[config.mk]
export PLATFORM = sky130hd
export DESIGN_NAME = lzbr_ctrl
export DESIGN_NICKNAME = d
export VERILOG_FILES = /design/src/hw/rtl/lzbr_pkg.sv /design/src/hw/rtl/lzbr_ctrl.sv
export SDC_FILE = /design/constraint.sdc
export NUM_CORES = 1
export LEC_CHECK = 0
export BUFFER_PORTS_ARGS = -buffer_cell sky130_fd_sc_hd__buf_2
export CORE_AREA = 2 2 39 41
export CTS_CLUSTER_SIZE = 30
export DETAILED_ROUTE_END_ITERATION = 12
export DIE_AREA = 0 0 41 43
export MAX_ROUTING_LAYER = met4
export PLACE_DENSITY = 0.4
export SLEW_MARGIN = 20
export SYNTH_ARGS = -nofsm -noshare
export SYNTH_HDL_FRONTEND = slang
export SYNTH_SLANG_ARGS = --single-unit
[constraint.sdc]
create_clock -name clk -period 2 [get_ports clk]
set_input_delay 0.3 -clock clk [delete_from_list [all_inputs] [get_ports clk]]
set_output_delay 0.3 -clock clk [all_outputs]
set_load 0.01 [all_outputs]
[src/hw/rtl/lzbr_pkg.sv]
`timescale 1ns / 1ps
// ----------------------------------------------------------------------------
// lzbr_pkg
// Shared types and constants of the back-reference / run / fill depacker.
// ----------------------------------------------------------------------------
package lzbr_pkg;

    // History ring
    localparam int HIST_DEPTH = 4096;
    localparam int HIST_AW    = $clog2(HIST_DEPTH);

    // Field and counter widths
    localparam int BYTE_W      = 8;
    localparam int CNT_W       = 17;
    localparam int LEN_W       = 7;
    localparam int MAX_W       = 16;
    localparam int OFF_W       = 12;
    localparam int BV_W        = 2;
    localparam int ST_W        = 2;
    localparam int OUT_TDATA_W = 24;
    localparam int OUT_PAD_W   = OUT_TDATA_W - 2 * BYTE_W - BV_W - ST_W;

    localparam logic [MAX_W-1:0] MAX_OUTPUT_RST = 16'hC000;
    localparam logic [LEN_W-1:0] LEN_BIAS       = 7'd3;

    localparam logic [BV_W-1:0] BV_NONE = 2'd0;
    localparam logic [BV_W-1:0] BV_ONE  = 2'd1;
    localparam logic [BV_W-1:0] BV_TWO  = 2'd2;

    typedef enum logic [1:0] {
        PH_TOKEN,
        PH_OFFSET,
        PH_LITERAL,
        PH_FILL
    } phase_t;

    typedef enum logic [1:0] {
        ST_RUNNING,
        ST_DONE_OK,
        ST_BAD_REF,
        ST_TRUNCATED
    } status_t;

    typedef enum logic [1:0] {
        ACT_NONE,
        ACT_LITERAL,
        ACT_FILL,
        ACT_COPY
    } act_t;

    typedef enum logic [2:0] {
        S_IDLE,
        S_DECODE,
        S_PREFETCH,
        S_EMIT,
        S_EMPTY
    } state_t;

    // Controller -> datapath
    typedef struct packed {
        logic capture;
        logic commit;
        logic prefetch;
        logic step;
        logic empty_push;
    } lzbr_cmd_t;

    // Datapath -> controller
    typedef struct packed {
        act_t act;
        logic last_byte;
        logic push_need;
        logic out_free;
    } lzbr_sts_t;

endpackage

[src/hw/rtl/lzbr_ctrl.sv]
`timescale 1ns / 1ps
// ----------------------------------------------------------------------------
// lzbr_ctrl
// Sequencer: accept, decode, optional history prefetch, byte emission or empty transfer.
// ----------------------------------------------------------------------------
module lzbr_ctrl
    import lzbr_pkg::*;
(
    input  logic      clk,
    input  logic      rst_n,
    input  logic      in_valid,
    output logic      in_ready,
    input  lzbr_sts_t sts,
    output lzbr_cmd_t cmd
);

    state_t state_reg;
    state_t state_next;

    always_ff @(posedge clk or negedge rst_n)
    begin
        if (!rst_n)
        begin
            state_reg <= S_IDLE;
        end
        else
        begin
            state_reg <= state_next;
        end
    end

    // Next state
    always_comb
    begin
        state_next = state_reg;
        case (state_reg)
            S_IDLE:
            begin
                if (in_valid)
                begin
                    state_next = S_DECODE;
                end
            end
            S_DECODE:
            begin
                case (sts.act)
                    ACT_NONE: state_next = S_EMPTY;
                    ACT_COPY: state_next = S_PREFETCH;
                    default:  state_next = S_EMIT;
                endcase
            end
            S_PREFETCH:
            begin
                state_next = S_EMIT;
            end
            S_EMIT:
            begin
                if ((!sts.push_need || sts.out_free) && sts.last_byte)
                begin
                    state_next = S_IDLE;
                end
            end
            S_EMPTY:
            begin
                if (sts.out_free)
                begin
                    state_next = S_IDLE;
                end
            end
            default:
            begin
                state_next = S_IDLE;
            end
        endcase
    end

    // Outputs
    always_comb
    begin
        in_ready       = 1'b0;
        cmd            = '0;
        case (state_reg)
            S_IDLE:
            begin
                in_ready    = 1'b1;
                cmd.capture = in_valid;
            end
            S_DECODE:
            begin
                cmd.commit = 1'b1;
            end
            S_PREFETCH:
            begin
                cmd.prefetch = 1'b1;
            end
            S_EMIT:
            begin
                // stall only when this byte completes a result and the output is full
                cmd.step = !sts.push_need || sts.out_free;
            end
            S_EMPTY:
            begin
                cmd.empty_push = sts.out_free;
            end
            default:
            begin
                in_ready = 1'b0;
            end
        endcase
    end

endmodule

# == After elaboration in Yosys (flattened, before gate mapping) ==
# Index checks and enable logic that the tools add are counted.
# op_classes
muxes,11
n_eq_ne,8
reduce_logical,6
# op_table
cell,count
3-bit one-hot mux with 5 select lines,1
3-bit two-way mux,3
3-bit by 2-bit equality test with 1-bit output (second input constant),2
1-bit two-way mux,6
2-bit inequality test (second input constant),3
3-bit one-hot mux with 2 select lines,1
3-bit by 1-bit equality test with 1-bit output (second input constant),1
3-bit equality test (second input constant),1
3-bit zero test,1
3-bit AND reduction,1
2-bit equality test (second input constant),1
2-bit zero test,1
1-bit logical AND,1
1-bit zero test,1
1-bit logical OR,1
# totals
regBits,3
wordCells,26

# == Depth between registers and ports, before layout ==
# logic_depth
ltp_word,5
mapped_depth,5

# == Worst setup path before layout ==
# No wires, ideal clock.
# synth_path
path_kind,register to output
from,register state_reg[0]
to,output cmd[4] in the netlist's numbering
path_stages_with_launch,4
t_required_ns,1.700
n_path_buf,1
slack_ns,0.628
t_arrival_ns,1.072
path_cell_list,dfrtp_1 > buf_2 > nor3_1 > and2_1
# synth_rtl
item,line,source
start: declaration,lzbr_ctrl.sv:17,state_t state_reg;
start signal: assignment,lzbr_ctrl.sv:28,state_reg <= state_next;
end: declaration,lzbr_ctrl.sv:14,output lzbr_cmd_t cmd

==> summary.txt <==
Timing
  – Period minus WS final: 1560 ps
  – Post-route setup slack: 442 ps
  – Final setup violation count: 0
  – Final Max Tran Viols: 0
  – Clock Skews: 0.0573 ps
  – Fmax: 0.642 GHz
  – Fin crit share: 77.9%
  – Setup TNS: 0 ps
  – Final hold violation count: 0
  – Least-Margin Pin Slew: 280 ps
  – Hold_ws: 395 ps
  – RSZ-0062 raised after global routing: no
  – Slew HR: 81.3%

GRT
  – Vias in the first global route: 240
  – First-pass GRT wire length: 828 µm
  – GR Util All Layers: 7.61%
  – Largest net degree at the start of global routing: 11
  – Congestion Overflow GR: 0
  – Initial antenna violation count: 0

Cells and area
  – Nets@finish: 53
  – Commonest non-fill, non-tap cell in the layout: buf_2
  – Max reg flops: 3
  – Layout area overhead: 48.1%
  – Non-filler cells, final: 59
  – Final instance area: 343 µm²
  – Layout Utilization: 24.8%
  – Antenna diode count: 0
  – Fraction of layout cells with a size suffix above 1: 46.5%
  – Most frequent cells in the layout: buf_2 (13), nor3_1 (4), inv_1 (3), clkbuf_4 (3), dfrtp_1 (3)

Synth
  – Synthesized area per cell: 8.57 µm²
  – Synth unique cells: 15
  – Syn Inst Count: 27
  – Synth Cell Area: 231 µm²
  – Area contributors post-synth: dfrtp_1 (32%), nor3_1 (8.6%), a2111oi_2 (6.5%)
  – Net Count, Synth: 36
  – Seq/Total Area, Yosys: 32.4%
  – Synth warn: 0
  – Yosys reg bits: 3
  – Synth area leader: dfrtp_1
  – Top cell type's share of synthesized area: 32.4%

Die
  – Core ar.: 0.00138 mm²
  – Starting Density: 16.7%
  – Die width: 41 µm
  – Die height: 43 µm
  – Row count: 14
  – Io pins: 14
  – Die area: 0.00176 mm²

Worst setup path
  – R2r setup slk: 950 ps
  – Critical path cell sequence: nor2b_1 > and3_2 > buf_2
  – CP arrival: 1260 ps
  – Crit path required time: 1700 ps
  – Worst-path fanout max: 9
  – Reg2Reg Depth: 2
  – Slowest CP cell: dfrtp_1
  – CP peak stage delay: 490 ps
  – Launch point of the worst path: state_reg[0]
  – Crit path kind: reg2out
  – FF-to-FF End: state_reg[0]
  – Critical Path Source Type: flip-flop
  – Worst r2r src: state_reg[1]
  – CP endpoint: cmd[1]
  – Setup crit end kind: primary output

Clock network
  – Clock Tree Root: clkbuf_4
  – CTS H-tree depth: 1
  – Clk Latency, worst-skew pair: 230 ps
  – CTS Sinks: 3
  – Post-CTS Setup Repair Bufs: 0
  – Hold_buf cts: 1
  – Num CTS Buffers: 3
  – Post-CTS Resized: 0
  – TritonCTS clock tree: done
  – Max clock buf depth: 2
  – Clock-pin slew on the worst setup and hold paths: 40 ps

Route
  – Routed len/inst: 8.37 µm
  – # DRC: 0
  – Drt total wl: 494 µm
  – DR vias: 234
  – Drt initial violations: 5
  – Vias/cell: 3.97
  – Number of nets still failing antenna checks after routing: 0
  – Drt pass-1 iters: 3

Status
  – Outcome: finished, final reports clean

Power
  – Total power: 403 µW
  – Power per standard cell area: 1180 mW/mm²
  – IR drop worst, VDD: 0.215 mV
  – Leak: 0.174 nW

Placement
  – Post-Place Cell Area: 307 µm²
  – Gp weighted congestion: 0.623
  – PortBufs: 13
  – Pre-CTS WS: 693 ps
  – DP Wirelength: 387 µm
  – Placed insts: 54

Worst hold path
  – Min-Delay Path Class: in2async

Run
  – Max cap viols: 0
[cells in the mapped netlist]
cell type  n
and2_1     1
nor3_1     4
inv_1      3
nand2b_4   1
buf_2      2
nand2_1    1
and3_2     1
nor3b_1    2
and4_4     1
a2111oi_2  1
a21oi_1    2
nor2b_1    2
dfrtp_1    3
nor2_1     2
ha_1       1
[final cells by class]
| cell class | instances | area [µm²] |
|---|---|---|
| clock buffer | 4 | 26.3 |
| fill | 165 | 1040 |
| inverter | 3 | 11.3 |
| multi-input combinational | 19 | 135 |
| sequential | 3 | 75.1 |
| tap | 16 | 20.0 |
| timing repair buffer | 14 | 75.1 |
[kinds of logic after synthesis]
| logic type | count (synthesis) | share of synthesized area [%] |
|---|---|---|
| DFF | 3 | 32.4 |
| AOI/OAI and AO/OA | 3 | 10.8 |
| and+or+nand+nor | 15 | 42.2 |
| buffers and inverters | 5 | 9.19 |
| adders and majority gates | 1 | 5.40 |
[worst max-delay path, delay by kind of cell, from the launching register on]
kind	cells	cell delay [ps]
flops	1	490
simple gates	2	420
buf+inv	1	120
[power by group]
| part | total [mW] | switching [mW] | internal, mW |
|---|---|---|---|
| clock network | 0.105 | 0.0304 | 0.0747 |
| registers | 0.135 | 0.0520 | 0.0830 |
| logic | 0.163 | 0.0717 | 0.0914 |
| total | 0.403 | 0.154 | 0.249 |
[how the worst min path moves through the flow]
stage,endpoint,slack (ps)
2_1_floorplan,state_reg[0],4
3_3_place_gp,state_reg[1],100
3_5_place_dp,state_reg[1],100
4_1_cts,state_reg[1],390
5_1_grt,state_reg[1],400
6_report,state_reg[1],390
[routing by layer]
metal | up-vias | global-route usage, % | wire, µm
li1 | 124 | - | -
met1 | 104 | 7.07 | 214
met2 | 6 | 10.6 | 257
met3 | 0 | 3.14 | 22
met4 | 0 | 8.00 | 0
met5 | - | - | 0
No activity file was read; power rests on OpenSTA's default activity.
